[config.mk]
export PLATFORM = sky130hd
export DESIGN_NAME = nonzero_neighbor_mean_3x3
export DESIGN_NICKNAME = d
export VERILOG_FILES = /design/src/nnm_pkg.sv /design/src/nnm_ram.sv /design/src/nnm_ctrl.sv /design/src/nnm_line.sv /design/src/nnm_mean.sv /design/src/nonzero_neighbor_mean_3x3.sv
export SDC_FILE = /design/constraint.sdc
export NUM_CORES = 2
export LEC_CHECK = 0
export BUFFER_PORTS_ARGS = -buffer_cell sky130_fd_sc_hd__buf_2
export CORE_ASPECT_RATIO = 0.8
export CORE_MARGIN = 2
export CORE_UTILIZATION = 58
export DETAILED_ROUTE_END_ITERATION = 6
export PLACE_DENSITY = 0.88
export SYNTH_ARGS = -nofsm -noshare
export SYNTH_HDL_FRONTEND = slang
export SYNTH_SLANG_ARGS = --single-unit
[constraint.sdc]
create_clock -name clk_i -period 11.1 [get_ports clk_i]
set_input_delay 0.555 -clock clk_i [delete_from_list [all_inputs] [get_ports clk_i]]
set_output_delay 0.555 -clock clk_i [all_outputs]
set_load 0.02 [all_outputs]
[src/nnm_pkg.sv]
// nnm_pkg: shared types and constants of the nonzero neighbour mean filter
// no dependencies; imported by every module of the block except nnm_ram
`default_nettype none
package nnm_pkg;

  localparam int MAX_WIDTH  = 64;
  localparam int MAX_HEIGHT = 1024;

  localparam int PIX_W  = 16;                          // q8.8 pixel
  localparam int CW_W   = 7;                           // image_width register
  localparam int CH_W   = 11;                          // image_height register
  localparam int CFG_W  = 11;                          // widest register
  localparam int IDX_W  = 1;                           // register index
  localparam int COL_W  = $clog2(MAX_WIDTH);
  localparam int ROW_W  = $clog2(MAX_HEIGHT + 2);      // input row runs past the frame
  localparam int QROW_W = $clog2(MAX_HEIGHT);
  localparam int WIN_N  = 9;
  localparam int CNT_W  = 4;
  localparam int SUM_W  = PIX_W + 4;                   // signed sum of eight pixels
  localparam int MAG_W  = PIX_W + 3;                   // magnitude of that sum
  localparam int RCP_SH = MAG_W + 3;                   // reciprocal scale, exact for 1..8
  localparam int RCP_W  = RCP_SH + 1;
  localparam int LINE_W = 2 * PIX_W;                   // {older, newer} per column

  localparam logic [CW_W-1:0] WIDTH_RST  = CW_W'(64);
  localparam logic [CH_W-1:0] HEIGHT_RST = CH_W'(64);

  typedef enum logic [IDX_W-1:0] {
    REG_WIDTH  = 1'b0,
    REG_HEIGHT = 1'b1
  } nnm_reg_e;

  // per-item control, decided when the item is accepted
  typedef struct packed {
    logic emit;
    logic top_ok;
    logic bot_ok;
    logic left_ok;
    logic right_ok;
    logic last;
  } nnm_ctrl_t;

  // 3x3 window, row-major, raw pixel bits
  typedef logic [WIN_N-1:0][PIX_W-1:0] nnm_win_t;

endpackage
`default_nettype wire

[src/nnm_ram.sv]
// nnm_ram: generic single-write, single-read ram with registered read data
// no dependencies
`default_nettype none
module nnm_ram #(
  parameter int Width = 32,
  parameter int Depth = 64
) (
  input  wire logic                     clk_i,
  input  wire logic                     we_i,
  input  wire logic [$clog2(Depth)-1:0] waddr_i,
  input  wire logic [Width-1:0]         wdata_i,
  input  wire logic                     re_i,
  input  wire logic [$clog2(Depth)-1:0] raddr_i,
  output logic      [Width-1:0]         rdata_o
);

  logic [Width-1:0] mem_q [Depth];
  logic [Width-1:0] rdata_q;

  always_ff @(posedge clk_i) begin
    if (we_i) begin
      mem_q[waddr_i] <= wdata_i;
    end
    if (re_i) begin
      rdata_q <= mem_q[raddr_i];
    end
  end

  assign rdata_o = rdata_q;

endmodule
`default_nettype wire

[src/nnm_ctrl.sv]
// nnm_ctrl: configuration registers, input and output position counters
// depends on nnm_pkg
`default_nettype none
module nnm_ctrl (
  input  wire logic                       clk_i,
  input  wire logic                       rst_ni,
  input  wire logic                       cfg_we_i,
  input  wire logic [nnm_pkg::IDX_W-1:0]  cfg_index_i,
  input  wire logic [nnm_pkg::CFG_W-1:0]  cfg_data_i,
  input  wire logic                       take_i,
  input  wire logic                       op_i,
  input  wire logic [nnm_pkg::PIX_W-1:0]  pixel_i,
  output logic      [nnm_pkg::PIX_W-1:0]  pix_o,
  output logic      [nnm_pkg::COL_W-1:0]  col_o,
  output nnm_pkg::nnm_ctrl_t              ctrl_o
);
  import nnm_pkg::*;

  logic [CW_W-1:0]   cfg_w_q;
  logic [CH_W-1:0]   cfg_h_q;
  logic [COL_W-1:0]  col_q,  col_d;
  logic [ROW_W-1:0]  row_q,  row_d;
  logic [COL_W-1:0]  qc_q,   qc_d;
  logic [QROW_W-1:0] qr_q,   qr_d;
  logic [CW_W-1:0]   w_eff;
  logic [CH_W-1:0]   h_eff;
  logic [COL_W-1:0]  w_last;
  logic [QROW_W-1:0] h_last;
  logic              pix_in;
  nnm_ctrl_t         ctrl;

  // zero acts as one, oversize acts as the maximum
  assign w_eff = (cfg_w_q == '0) ? CW_W'(1) :
                 (cfg_w_q > CW_W'(MAX_WIDTH)) ? CW_W'(MAX_WIDTH) : cfg_w_q;
  assign h_eff = (cfg_h_q == '0) ? CH_W'(1) :
                 (cfg_h_q > CH_W'(MAX_HEIGHT)) ? CH_W'(MAX_HEIGHT) : cfg_h_q;
  assign w_last = COL_W'(w_eff - CW_W'(1));
  assign h_last = QROW_W'(h_eff - CH_W'(1));

  assign pix_in = row_q < ROW_W'(h_eff);
  assign pix_o  = (pix_in && !op_i) ? pixel_i : '0;
  assign col_o  = col_q;

  always_comb begin
    ctrl.emit     = (row_q > ROW_W'(1)) || ((row_q == ROW_W'(1)) && (col_q != '0));
    ctrl.top_ok   = qr_q != '0;
    ctrl.bot_ok   = qr_q != h_last;
    ctrl.left_ok  = qc_q != '0;
    ctrl.right_ok = qc_q != w_last;
    ctrl.last     = (qr_q == h_last) && (qc_q == w_last);
  end
  assign ctrl_o = ctrl;

  always_comb begin
    col_d = col_q;
    row_d = row_q;
    qc_d  = qc_q;
    qr_d  = qr_q;
    if (ctrl.emit && ctrl.last) begin
      col_d = '0;
      row_d = '0;
      qc_d  = '0;
      qr_d  = '0;
    end else begin
      if (col_q == w_last) begin
        col_d = '0;
        row_d = row_q + ROW_W'(1);
      end else begin
        col_d = col_q + COL_W'(1);
      end
      if (ctrl.emit) begin
        if (qc_q == w_last) begin
          qc_d = '0;
          qr_d = qr_q + QROW_W'(1);
        end else begin
          qc_d = qc_q + COL_W'(1);
        end
      end
    end
  end

  always_ff @(posedge clk_i or negedge rst_ni) begin
    if (!rst_ni) begin
      cfg_w_q <= WIDTH_RST;
      cfg_h_q <= HEIGHT_RST;
      col_q   <= '0;
      row_q   <= '0;
      qc_q    <= '0;
      qr_q    <= '0;
    end else if (cfg_we_i) begin
      unique case (nnm_reg_e'(cfg_index_i))
        REG_WIDTH:  cfg_w_q <= cfg_data_i[CW_W-1:0];
        REG_HEIGHT: cfg_h_q <= cfg_data_i[CH_W-1:0];
      endcase
      col_q <= '0;
      row_q <= '0;
      qc_q  <= '0;
      qr_q  <= '0;
    end else if (take_i) begin
      col_q <= col_d;
      row_q <= row_d;
      qc_q  <= qc_d;
      qr_q  <= qr_d;
    end
  end

endmodule
`default_nettype wire

[src/nnm_line.sv]
// nnm_line: line store ram with read-modify-write, forwarding and 3x3 window
// depends on nnm_pkg and nnm_ram
`default_nettype none
module nnm_line (
  input  wire logic                      clk_i,
  input  wire logic                      rst_ni,
  input  wire logic                      en_i,
  input  wire logic                      take_i,
  input  wire logic [nnm_pkg::PIX_W-1:0] pix_i,
  input  wire logic [nnm_pkg::COL_W-1:0] col_i,
  input  nnm_pkg::nnm_ctrl_t             ctrl_i,
  output nnm_pkg::nnm_win_t              win_o,
  output logic                           valid_o,
  output nnm_pkg::nnm_ctrl_t             ctrl_o
);
  import nnm_pkg::*;

  logic              s1_valid_q;
  logic [PIX_W-1:0]  s1_pix_q;
  logic [COL_W-1:0]  s1_col_q;
  nnm_ctrl_t         s1_ctrl_q;
  logic              fwd_q;
  logic [PIX_W-1:0]  fwd_old_q;
  logic [PIX_W-1:0]  fwd_new_q;
  logic [LINE_W-1:0] rdata;
  logic [PIX_W-1:0]  cur_old;
  logic [PIX_W-1:0]  cur_new;
  nnm_win_t          win_q;
  logic              s2_valid_q;
  nnm_ctrl_t         s2_ctrl_q;

  nnm_ram #(
    .Width (LINE_W),
    .Depth (MAX_WIDTH)
  ) u_ram (
    .clk_i   (clk_i),
    .we_i    (en_i && s1_valid_q),
    .waddr_i (s1_col_q),
    .wdata_i ({cur_new, s1_pix_q}),
    .re_i    (en_i),
    .raddr_i (col_i),
    .rdata_o (rdata)
  );

  // same column written in the cycle it was read: take the values in flight
  assign cur_old = fwd_q ? fwd_old_q : rdata[LINE_W-1:PIX_W];
  assign cur_new = fwd_q ? fwd_new_q : rdata[PIX_W-1:0];

  always_ff @(posedge clk_i or negedge rst_ni) begin
    if (!rst_ni) begin
      s1_valid_q <= 1'b0;
      fwd_q      <= 1'b0;
      s2_valid_q <= 1'b0;
      win_q      <= '0;
    end else if (en_i) begin
      s1_valid_q <= take_i;
      fwd_q      <= take_i && s1_valid_q && (col_i == s1_col_q);
      s2_valid_q <= s1_valid_q;
      if (s1_valid_q) begin
        win_q[0] <= win_q[1];
        win_q[1] <= win_q[2];
        win_q[2] <= cur_old;
        win_q[3] <= win_q[4];
        win_q[4] <= win_q[5];
        win_q[5] <= cur_new;
        win_q[6] <= win_q[7];
        win_q[7] <= win_q[8];
        win_q[8] <= s1_pix_q;
      end
    end
  end

  always_ff @(posedge clk_i) begin
    if (en_i) begin
      s1_pix_q  <= pix_i;
      s1_col_q  <= col_i;
      s1_ctrl_q <= ctrl_i;
      fwd_old_q <= cur_new;
      fwd_new_q <= s1_pix_q;
      s2_ctrl_q <= s1_ctrl_q;
    end
  end

  assign win_o   = win_q;
  assign valid_o = s2_valid_q;
  assign ctrl_o  = s2_ctrl_q;

endmodule
`default_nettype wire

[src/nnm_mean.sv]
// nnm_mean: masked neighbour sum, reciprocal multiply and output register
// depends on nnm_pkg
`default_nettype none
module nnm_mean (
  input  wire logic                      clk_i,
  input  wire logic                      rst_ni,
  input  wire logic                      en_i,
  input  wire logic                      valid_i,
  input  nnm_pkg::nnm_ctrl_t             ctrl_i,
  input  nnm_pkg::nnm_win_t              win_i,
  output logic                           valid_o,
  output logic signed [nnm_pkg::PIX_W-1:0] mean_o,
  output logic [nnm_pkg::CNT_W-1:0]      cnt_o,
  output logic                           last_o
);
  import nnm_pkg::*;

  localparam int RCP_ONE = 2 ** RCP_SH;

  // ceil(2^RCP_SH / d), exact truncating quotient for every sum magnitude
  function automatic logic [RCP_W-1:0] recip(input logic [CNT_W-1:0] d);
    logic [RCP_W-1:0] r;
    case (d)
      CNT_W'(1): r = RCP_W'(RCP_ONE);
      CNT_W'(2): r = RCP_W'(RCP_ONE / 2);
      CNT_W'(3): r = RCP_W'((RCP_ONE + 2) / 3);
      CNT_W'(4): r = RCP_W'(RCP_ONE / 4);
      CNT_W'(5): r = RCP_W'((RCP_ONE + 4) / 5);
      CNT_W'(6): r = RCP_W'((RCP_ONE + 5) / 6);
      CNT_W'(7): r = RCP_W'((RCP_ONE + 6) / 7);
      CNT_W'(8): r = RCP_W'(RCP_ONE / 8);
      default:   r = '0;
    endcase
    return r;
  endfunction

  logic [WIN_N-1:0]          nb_en;
  logic signed [SUM_W-1:0]   sum_d;
  logic [CNT_W-1:0]          cnt_d;
  logic                      s3_valid_q;
  logic signed [SUM_W-1:0]   s3_sum_q;
  logic [CNT_W-1:0]          s3_cnt_q;
  logic                      s3_last_q;
  logic [MAG_W-1:0]          mag;
  logic                      s4_valid_q;
  logic [MAG_W+RCP_W-1:0]    s4_prod_q;
  logic                      s4_neg_q;
  logic [CNT_W-1:0]          s4_cnt_q;
  logic                      s4_last_q;
  logic [PIX_W-1:0]          quo;
  logic                      out_valid_q;
  logic [PIX_W-1:0]          out_mean_q;
  logic [CNT_W-1:0]          out_cnt_q;
  logic                      out_last_q;

  // out-of-frame neighbours and the centre are left out
  assign nb_en = {ctrl_i.bot_ok & ctrl_i.right_ok, ctrl_i.bot_ok, ctrl_i.bot_ok & ctrl_i.left_ok,
                  ctrl_i.right_ok, 1'b0, ctrl_i.left_ok,
                  ctrl_i.top_ok & ctrl_i.right_ok, ctrl_i.top_ok, ctrl_i.top_ok & ctrl_i.left_ok};

  always_comb begin
    sum_d = '0;
    cnt_d = '0;
    for (int k = 0; k < WIN_N; k++) begin
      if (nb_en[k] && (win_i[k] != '0)) begin
        sum_d = sum_d + SUM_W'($signed(win_i[k]));
        cnt_d = cnt_d + CNT_W'(1);
      end
    end
  end

  assign mag = s3_sum_q[SUM_W-1] ? MAG_W'(-s3_sum_q) : MAG_W'(s3_sum_q);
  assign quo = s4_prod_q[RCP_SH +: PIX_W];

  always_ff @(posedge clk_i or negedge rst_ni) begin
    if (!rst_ni) begin
      s3_valid_q  <= 1'b0;
      s4_valid_q  <= 1'b0;
      out_valid_q <= 1'b0;
    end else if (en_i) begin
      s3_valid_q  <= valid_i && ctrl_i.emit;
      s4_valid_q  <= s3_valid_q;
      out_valid_q <= s4_valid_q;
    end
  end

  always_ff @(posedge clk_i) begin
    if (en_i) begin
      s3_sum_q   <= sum_d;
      s3_cnt_q   <= cnt_d;
      s3_last_q  <= ctrl_i.last;
      s4_prod_q  <= (MAG_W + RCP_W)'(mag) * (MAG_W + RCP_W)'(recip(s3_cnt_q));
      s4_neg_q   <= s3_sum_q[SUM_W-1];
      s4_cnt_q   <= s3_cnt_q;
      s4_last_q  <= s3_last_q;
      out_mean_q <= s4_neg_q ? PIX_W'(-quo) : quo;
      out_cnt_q  <= s4_cnt_q;
      out_last_q <= s4_last_q;
    end
  end

  assign valid_o = out_valid_q;
  assign mean_o  = $signed(out_mean_q);
  assign cnt_o   = out_cnt_q;
  assign last_o  = out_last_q;

endmodule
`default_nettype wire

[src/nonzero_neighbor_mean_3x3.sv]
// nonzero_neighbor_mean_3x3: top level of the masked 3x3 neighbour mean filter
// pipeline: an item is registered in s1, the window, s3, s4 and the output register;
//   results lag the pixel stream by one row plus one pixel, width+1 flush items drain a frame
// throughput: one item per cycle but for stalls, set by the single read-modify-write of the ram
// reset: config returns to 64x64, counters and pipeline valids clear; the ram is not cleared
// depends on nnm_pkg, nnm_ctrl, nnm_line, nnm_mean, nnm_ram
`default_nettype none
module nonzero_neighbor_mean_3x3 (
  input  wire logic                       clk_i,
  input  wire logic                       rst_ni,
  input  wire logic                       cfg_we_i,
  input  wire logic [nnm_pkg::IDX_W-1:0]  cfg_index_i,
  input  wire logic [nnm_pkg::CFG_W-1:0]  cfg_data_i,
  input  wire logic                       in_valid_i,
  output logic                            in_stall_o,
  input  wire logic                       op_i,
  input  wire logic signed [nnm_pkg::PIX_W-1:0] pixel_value_i,
  output logic                            out_valid_o,
  input  wire logic                       out_stall_i,
  output logic signed [nnm_pkg::PIX_W-1:0] mean_value_o,
  output logic [nnm_pkg::CNT_W-1:0]       nonzero_count_o,
  output logic                            frame_last_o
);
  import nnm_pkg::*;

  logic             en;
  logic             take;
  logic [PIX_W-1:0] s0_pix;
  logic [COL_W-1:0] s0_col;
  nnm_ctrl_t        s0_ctrl;
  nnm_win_t         win;
  logic             s2_valid;
  nnm_ctrl_t        s2_ctrl;
  logic             out_valid;

  // whole pipeline moves together; it only holds while a result waits to be taken
  assign en         = !out_valid || !out_stall_i;
  assign in_stall_o = !en;
  assign take       = in_valid_i && en;

  // position counters and register file; picks the pixel or a zero fill
  nnm_ctrl u_ctrl (
    .clk_i       (clk_i),
    .rst_ni      (rst_ni),
    .cfg_we_i    (cfg_we_i),
    .cfg_index_i (cfg_index_i),
    .cfg_data_i  (cfg_data_i),
    .take_i      (take),
    .op_i        (op_i),
    .pixel_i     (pixel_value_i),
    .pix_o       (s0_pix),
    .col_o       (s0_col),
    .ctrl_o      (s0_ctrl)
  );

  // line store read at transfer, written back from the s1 register, window shifted then
  nnm_line u_line (
    .clk_i   (clk_i),
    .rst_ni  (rst_ni),
    .en_i    (en),
    .take_i  (take),
    .pix_i   (s0_pix),
    .col_i   (s0_col),
    .ctrl_i  (s0_ctrl),
    .win_o   (win),
    .valid_o (s2_valid),
    .ctrl_o  (s2_ctrl)
  );

  // sum and count, reciprocal multiply, sign and output register
  nnm_mean u_mean (
    .clk_i   (clk_i),
    .rst_ni  (rst_ni),
    .en_i    (en),
    .valid_i (s2_valid),
    .ctrl_i  (s2_ctrl),
    .win_i   (win),
    .valid_o (out_valid),
    .mean_o  (mean_value_o),
    .cnt_o   (nonzero_count_o),
    .last_o  (frame_last_o)
  );

  assign out_valid_o = out_valid;

  // input is only held back by a waiting result
  a_stall_cause : assert property (@(posedge clk_i) disable iff (!rst_ni)
    in_stall_o |-> (out_valid_o && out_stall_i))
    else $error("input stalled without a waiting result");

  // at most eight neighbours
  a_count_range : assert property (@(posedge clk_i) disable iff (!rst_ni)
    out_valid_o |-> (nonzero_count_o <= CNT_W'(8)))
    else $error("neighbour count out of range");

  // no neighbour gives a zero mean
  a_zero_mean : assert property (@(posedge clk_i) disable iff (!rst_ni)
    (out_valid_o && (nonzero_count_o == '0)) |-> (mean_value_o == '0))
    else $error("nonzero mean with no neighbour");

  // a result is held while stalled, and then moves the pipeline on
  a_hold_result : assert property (@(posedge clk_i) disable iff (!rst_ni)
    (out_valid_o && out_stall_i) |=> (out_valid_o && $stable(mean_value_o)))
    else $error("stalled result changed");

endmodule
`default_nettype wire
-- After elaboration in Yosys (flattened, before gate mapping)
Memory sizes are Yosys's and may differ from the RTL's. A register that Yosys moved wholly into a read port is not among the register bits.
Cells that the tools add are included.
- RAM bits: 2048
- memory bits (read-only): 368
- register bits after elaboration: 357
- memories: 2
- bits of input ports: 34
- memories (memory ; depth ; bits a word ; read ports ; clocked after memory_dff ; wr ports ; RTL line ; text):
    u_line.u_ram.mem_q ; 64 ; 32 ; 1 ; 1 ; 1 ; nnm_ram.sv:17 ; logic [Width-1:0] mem_q [Depth];
    (no name shown) ; 16 ; 23 ; 1 ; 1 ; 0 ; nnm_mean.sv:23 ; case (d)
- eq/ne operators: 7
- multiply operators: 1
- bitwise operators: 5
- multiplexer cells: 46
- reduce and logical (&&, ||, !) cells: 46
- add/sub/neg operators: 22
- magnitude comparators: 4
- operators by type and width (operator ; count):
    $mux 20 ; 8
    $add 20x16->20 ; 7
    $reduce_bool 16->1 ; 8
    $mux 11 ; 6
    $mux 6 ; 11
    $mux 10 ; 5
    $mux 16 ; 3
    $mul 19x23->38 ; 1
    $mux 4 ; 8
    $add 4x1->4 const B ; 6
    $mux 23 ; 1
    $mux 19 ; 1
    $neg 19->19 ; 1
    $eq 6x6->1 ; 3
    $logic_and 1x1->1 ; 17
    $neg 16->16 ; 1
    $add 6x1->6 const B ; 2
    $reduce_bool 6->1 ; 2
    $add 11x1->11 const B ; 1
    $eq 11x1->1 const B ; 1
    $gt 11x1->1 const B ; 1
    $gt 11x11->1 const B ; 1
    $logic_not 11->1 ; 1
    $lt 11x11->1 ; 1
    other kinds (19) ; 34

-- Depth between registers and ports, before layout
- depth in word-level cells: 18
- mapped depth: 59

-- By module
A second synthesis with hierarchy kept.
- cells, all modules: 6891
- area total of the unflattened synthesis: 114135.7 um2
- by module, submodules not included (module ; area each (um2) ; instances ; cells each):
    nnm_ram ; 78835.6 ; 1 ; 3324
    nnm_mean ; 23470.0 ; 1 ; 2688
    nnm_line ; 8120.3 ; 1 ; 475
    nnm_ctrl ; 3692.3 ; 1 ; 401
    nonzero_neighbor_mean_3x3 ; 17.5 ; 1 ; 3

-- Worst setup path after synthesis
OpenSTA, ideal clock, no wires.
- path kind: register to register
- start: register u_line.win_q (netlist bit u_line.win_o[9])
- end: register u_mean.s3_sum_q[19] (data pin)
- stages on the path, launching flop included: 58
- path buffers: 1
- data arrival time: 10.500 ns
- library setup time: 0.268 ns
- period minus slack after synthesis: 10.768 ns
- setup slack: 0.332 ns
- cells stage by stage: dfrtp_1 nor4_2 a41oi_2 nand2_1 inv_1 ha_1 fa_1 a21o_1 a21oi_1 o21bai_1 a21oi_1 o21bai_1 a21oi_1 xnor2_1 nand2_1 nand2_1 ha_1 a21o_1 [... 22 more ...] nand2_1 nand2_1 ha_1 or3_1 nor3_1 o31ai_1 xnor2_1 nor2_1 or2_1 ha_1 nand3_1 a211oi_1 nor2_1 a211o_1 xor2_1 nor2_1 xnor3_1 xnor3_1
- longest elaborated chain between the ends: 17
- RTL lines (what ; RTL line ; text):
    start, declared ; nnm_line.sv:28 ; nnm_win_t win_q;
    $reduce_bool 16->1 ; nnm_mean.sv:65 ; if (nb_en[k] && (win_i[k] != '0)) begin
    $logic_and 1x1->1 ; nnm_mean.sv:65 ;
    $mux 20 * ; nnm_mean.sv:65 ;
    $add 20x16->20 ; nnm_mean.sv:66 ; sum_d = sum_d + SUM_W'($signed(win_i[k]));
    $mux 20 * ; nnm_mean.sv:65 ;
    $add 20x16->20 ; nnm_mean.sv:66 ;
    $mux 20 * ; nnm_mean.sv:65 ;
    $add 20x16->20 ; nnm_mean.sv:66 ;
    [... 2 more ...] ; n/a ;
    $mux 20 * ; nnm_mean.sv:65 ;
    $add 20x16->20 ; nnm_mean.sv:66 ;
    $mux 20 * ; nnm_mean.sv:65 ;
    $add 20x16->20 ; nnm_mean.sv:66 ;
    $mux 20 * ; nnm_mean.sv:65 ;
    $add 20x16->20 ; nnm_mean.sv:66 ;
    $mux 20 * ; nnm_mean.sv:65 ;
    named net u_mean.sum_d[19] ; nnm_mean.sv:38 ; logic signed [SUM_W-1:0] sum_d;
    end signal, assigned ; nnm_mean.sv:89 ; s3_sum_q <= sum_d;
    end, declared ; nnm_mean.sv:41 ; logic signed [SUM_W-1:0] s3_sum_q;
Mark *: on every way through the listed nets, which the timed path passes. The rest lies on a longest branch.
A chain may end at the register's enable or synchronous reset.

-- Worst setup path in the final report
- start: register u_line.win_q (netlist bit u_line.win_o[1])
- end: register u_mean.s3_sum_q[19] (data pin)
The elaborated chain is that of the path after synthesis.

==> impl_results.md <==
* Fin. Hold Viols at 0
* Synth Register Bits at 2,428
* Largest net degree at the start of global routing at 152
* Worst Hold End: u_line.s1_pix_q[0]
* Core area at between 0.15 and 0.2 mm2
* Worst Hold Depth at 2
* Antenna viol nets, final at 0
* GR Util met2 at around 56%
* Min-Delay Path Class: in2reg
* Syn. warnings at 0
* Placer congestion estimate at approximately 0.94
* Met3 GRT Util at 8.67%
* Max FO, Critical Path at 4
* Initial Util at between 50% and 60%
* Clock slew at reported path FFs at 0.07 ns
* Required @ worst endpoint at 11.69 ns
* Pre-CTS setup slack at -0.585 ns
* DR vias/cell at 6.88
* Post-synth EDFFs at 2,214
* Slew margin rel. at 4.81%
* Final setup fails at 0
* Tmin final at ~11 ns
* Post-route cell area at roughly 0.13 mm2
* Syn Inst Count at 6,800
* Critical R2R Capture: u_mean.s3_sum_q[19]
* CP endpoint kind: register
* First-pass GRT wire length at 493,000 um
* Synth Flop Type: edfxtp_1
* Die H at between 300 and 400 um
* Fin util at 65.7%
* All-Layer GR Usage at 35.0%
* Fmax at 0.0929 GHz
* Seq/Total Area, Yosys at 63.3%
* R2R setup slack at 0.33 ns
* Async SR Flop Fraction at between 8 and 9%
* Seq. cell area at 0.0718 mm2
* Setup TNS at 0 ns
* RSZ-0062 raised after global routing: yes
* Area grow syn2layout at 12.8%
* Die W at 498 um
* Sink Count at about 2,400
* CP startpoint kind: register
* Hold path start: pixel_value_i[0]
* CTS tree: built
* Htree depth at 4
* DR iter-0 viols at 11,300
* Worst EP arrival at 11.36 ns
* Mean Syn Cell Area at 16.7 um2
* Outcome: finished, violations left
* Port bufs at 56
* Final setup margin at 0.334 ns
* I/O pins at 57
* Remaining DRCs at 29
* Area of the multi-input gates at between 0.04 and 0.05 mm2
* Vias in the first global route at 68,600
* Final Skew at 0.0913 ns
* Slowest Stage Delay on Critical Path at 0.42 ns
* DRT Pass-1 Iters at 7
* Initial antenna violation count at 38
* Layout cells sized above 1 at 24.6%
* Origin of the critical flop-to-flop path: u_line.win_o[1]
* Gr ovfl total at 0
* R2R cell count at 60
* Failing checks: DRC
* Die area at 0.199 mm2
* Cell area after synthesis at 0.113 mm2
* CTS Buf Count at ~210
* Fin. max-slew vios at 0
* Tightest Pin Transition at 1.43 ns
* Period utilization at between 90% and 100%
* Final wirelength at 348,000 um
* Placed cell area at 0.119 mm2
* Slowest CP cell: fa_2
* Max-cap violation count at 0
* Via Count at 68,700
* Post-synth net total at 7,442
* DP HPWL at 202,000 um
* Distinct cell type count after synthesis at roughly 90
* Final nets at 7,867
* GR Layer Usage met1 at between 40% and 50%
* Site row count at 145
* Average wire per standard cell at 34.9 um
* Fillers at 12,100
* Setup CP Type: reg2reg
* GRT busiest layer: met2
* Maximum root-to-sink buffer count at 3
* CTS root buf: clkbuf_16
* Clock Latency Late Sink at 0.88 ns
## cells by family (layout without fill, tap and decap cells)
| kind of cell | Yosys count | after routing | share of synthesized area, % |
|---|---|---|---|
| AND/OR/NAND/NOR | 1418 | 1418 | 5.85 |
| AO/OA/AOI/OAI | 586 | 586 | 3.36 |
| adder cells (fa/ha/maj) | 608 | 608 | 8.96 |
| flip-flops | 2428 | 2428 | 63.3 |
| multiplexers | 769 | 769 | 14.2 |
| buffers and inverters | 785 | 1384 | 2.62 |
| other | 0 | 13 | 0 |
| XOR/XNOR | 206 | 206 | 1.65 |
## stage by stage
step	instances	hold slack [ns]
after floorplan	6800	0.259
after global placement	9527	0.404
after detailed placement	9527	0.410
after CTS	9938	0.0137
after global routing	9973	0.0356
final	9984	0.0533
## registers in the layout (all words and copies together), names as in the netlist, 6 cells and up, named ones only
signal,count
u_mean.s3_sum_q,20
u_line.s1_col_q,6
u_line.ctrl_o,6
u_ctrl.cfg_w_q,7
u_ctrl.qr_q,10
u_line.win_o,144
u_mean.s4_prod_q,16
u_mean.mean_o,16
u_line.s1_ctrl_q,6
u_line.fwd_new_q,16
u_line.u_ram.rdata_o,32
u_line.fwd_old_q,16
u_ctrl.qc_q,6
u_ctrl.cfg_h_q,11
u_ctrl.col_o,6
u_line.u_ram.mem_q,2048
u_line.s1_pix_q,16
u_ctrl.row_q,11
## cell type report
type / instances / share of cell area [%]
tap: 2572 / 2.52
multi-input combinational: 3587 / 31.4
clock buffer: 263 / 4.42
clock inverter: 125 / 1.09
sequential: 2428 / 56.1
inverter: 500 / 1.47
timing repair buffer: 496 / 2.91
antenna: 13 / 0.0254
## cells in the mapped netlist (all sizes together) (6+ instances only)
master   instances  area share, %
xor2            59           0.46
nand2          695            2.3
nand4           15          0.083
o21ai          165           0.73
mux2            80           0.81
a21boi          11          0.073
nor3            55           0.24
nand3           48           0.21
o21bai          16           0.11
nor2b           77           0.42
a21oi          117           0.52
nand2b          37           0.20
and2           129           0.71
and4             7          0.054
buf             57           0.21
xnor2          144            1.1
inv            498            1.6
a211oi          33           0.22
mux4           664             13
o2111ai          8          0.062
a41oi            7          0.081
o211ai          10          0.066
nor4            44           0.33
ha             269            3.0
a21o            53           0.35
o41ai           10          0.091
and3            26           0.14
dfrtp          199            4.4
or3             24           0.13
o21a            35           0.23
clkbuf         228           0.76
mux2i           25           0.23
edfxtp        2214             59
fa             339            6.0
or2             12          0.066
a41o             6          0.053
dfxtp           13           0.23
nor2           220           0.74
or4              7          0.046
o31ai           28           0.19
nand3b          10          0.066
a31oi           41           0.23
## per-layer routing
layer  wire length [um]  vias up
met2             167000     5783
li1                   -    26600
met4              28000       30
met5                207        -
met3              40400     1417
met1             112000    34900
## worst max-delay path: cells and delay by family, from the launching register on
kind                     cells  cell delay (ns)
flip-flops                   1             0.39
adder cells (fa/ha/maj)      8             2.07
XOR/XNOR                     8             1.20
AO/OA/AOI/OAI               21             3.85
AND/OR/NAND/NOR             18             2.36
buffers and inverters        4             0.37
multiplexers                 1             0.31
## worst max path at each step
stage	from	slack, ns	cells past startpoint	endpoint
after floorplan	u_line.win_o[9]	0.33	57	u_mean.s3_sum_q[19]
after global placement	u_line.win_o[10]	-0.21	60	u_mean.s3_sum_q[19]
after detailed placement	u_line.win_o[10]	-0.59	57	u_mean.s3_sum_q[19]
after CTS	u_line.win_o[10]	0.01	56	u_mean.s3_sum_q[19]
after global routing	u_line.win_o[1]	-0.32	56	u_mean.s3_sum_q[19]
final	u_line.win_o[1]	0.33	60	u_mean.s3_sum_q[19]
## what timing repair did
item / in CTS / in global routing
endpoints found under the hold margin: 118 / 0
resized for setup: 38 / 195
pin swaps: 12 / 105
hold buffers: 19 / 0
buffers inserted: 4 / 33
endpoints found under the setup margin: 2 / 5
## cell usage in the layout, fill, tap and decap left out, types with 19 or more instances in the layout
master	synthesis	routed
a211oi_1	33	24
a21o_1	53	53
a21oi_1	117	96
a21oi_2	0	21
a31oi_1	41	27
and2_1	128	127
and3_1	26	23
buf_2	7	55
buf_4	1	412
bufinv_16	0	22
clkbuf_1	228	40
clkbuf_16	0	216
clkinv_1	2	44
clkinv_2	0	30
dfrtp_1	199	192
dlygate4sd3_1	0	19
edfxtp_1	2214	2214
fa_1	339	338
ha_1	269	233
ha_4	0	22
inv_1	496	492
mux2_2	75	71
mux2i_1	24	23
mux4_2	664	664
nand2_1	695	687
nand2b_1	37	37
nand3_1	48	44
nor2_1	219	147
nor2_4	1	66
nor2b_1	77	75
nor3_1	55	51
nor4_1	29	27
o21a_1	35	35
o21ai_0	161	131
o21ai_2	1	22
o31ai_1	27	21
or3_1	24	21
xnor2_1	141	135
xor2_1	59	58
Power is left out: the tool's default activity adds up to more than one toggle a clock period on the data nets, which glitch-free logic cannot reach.
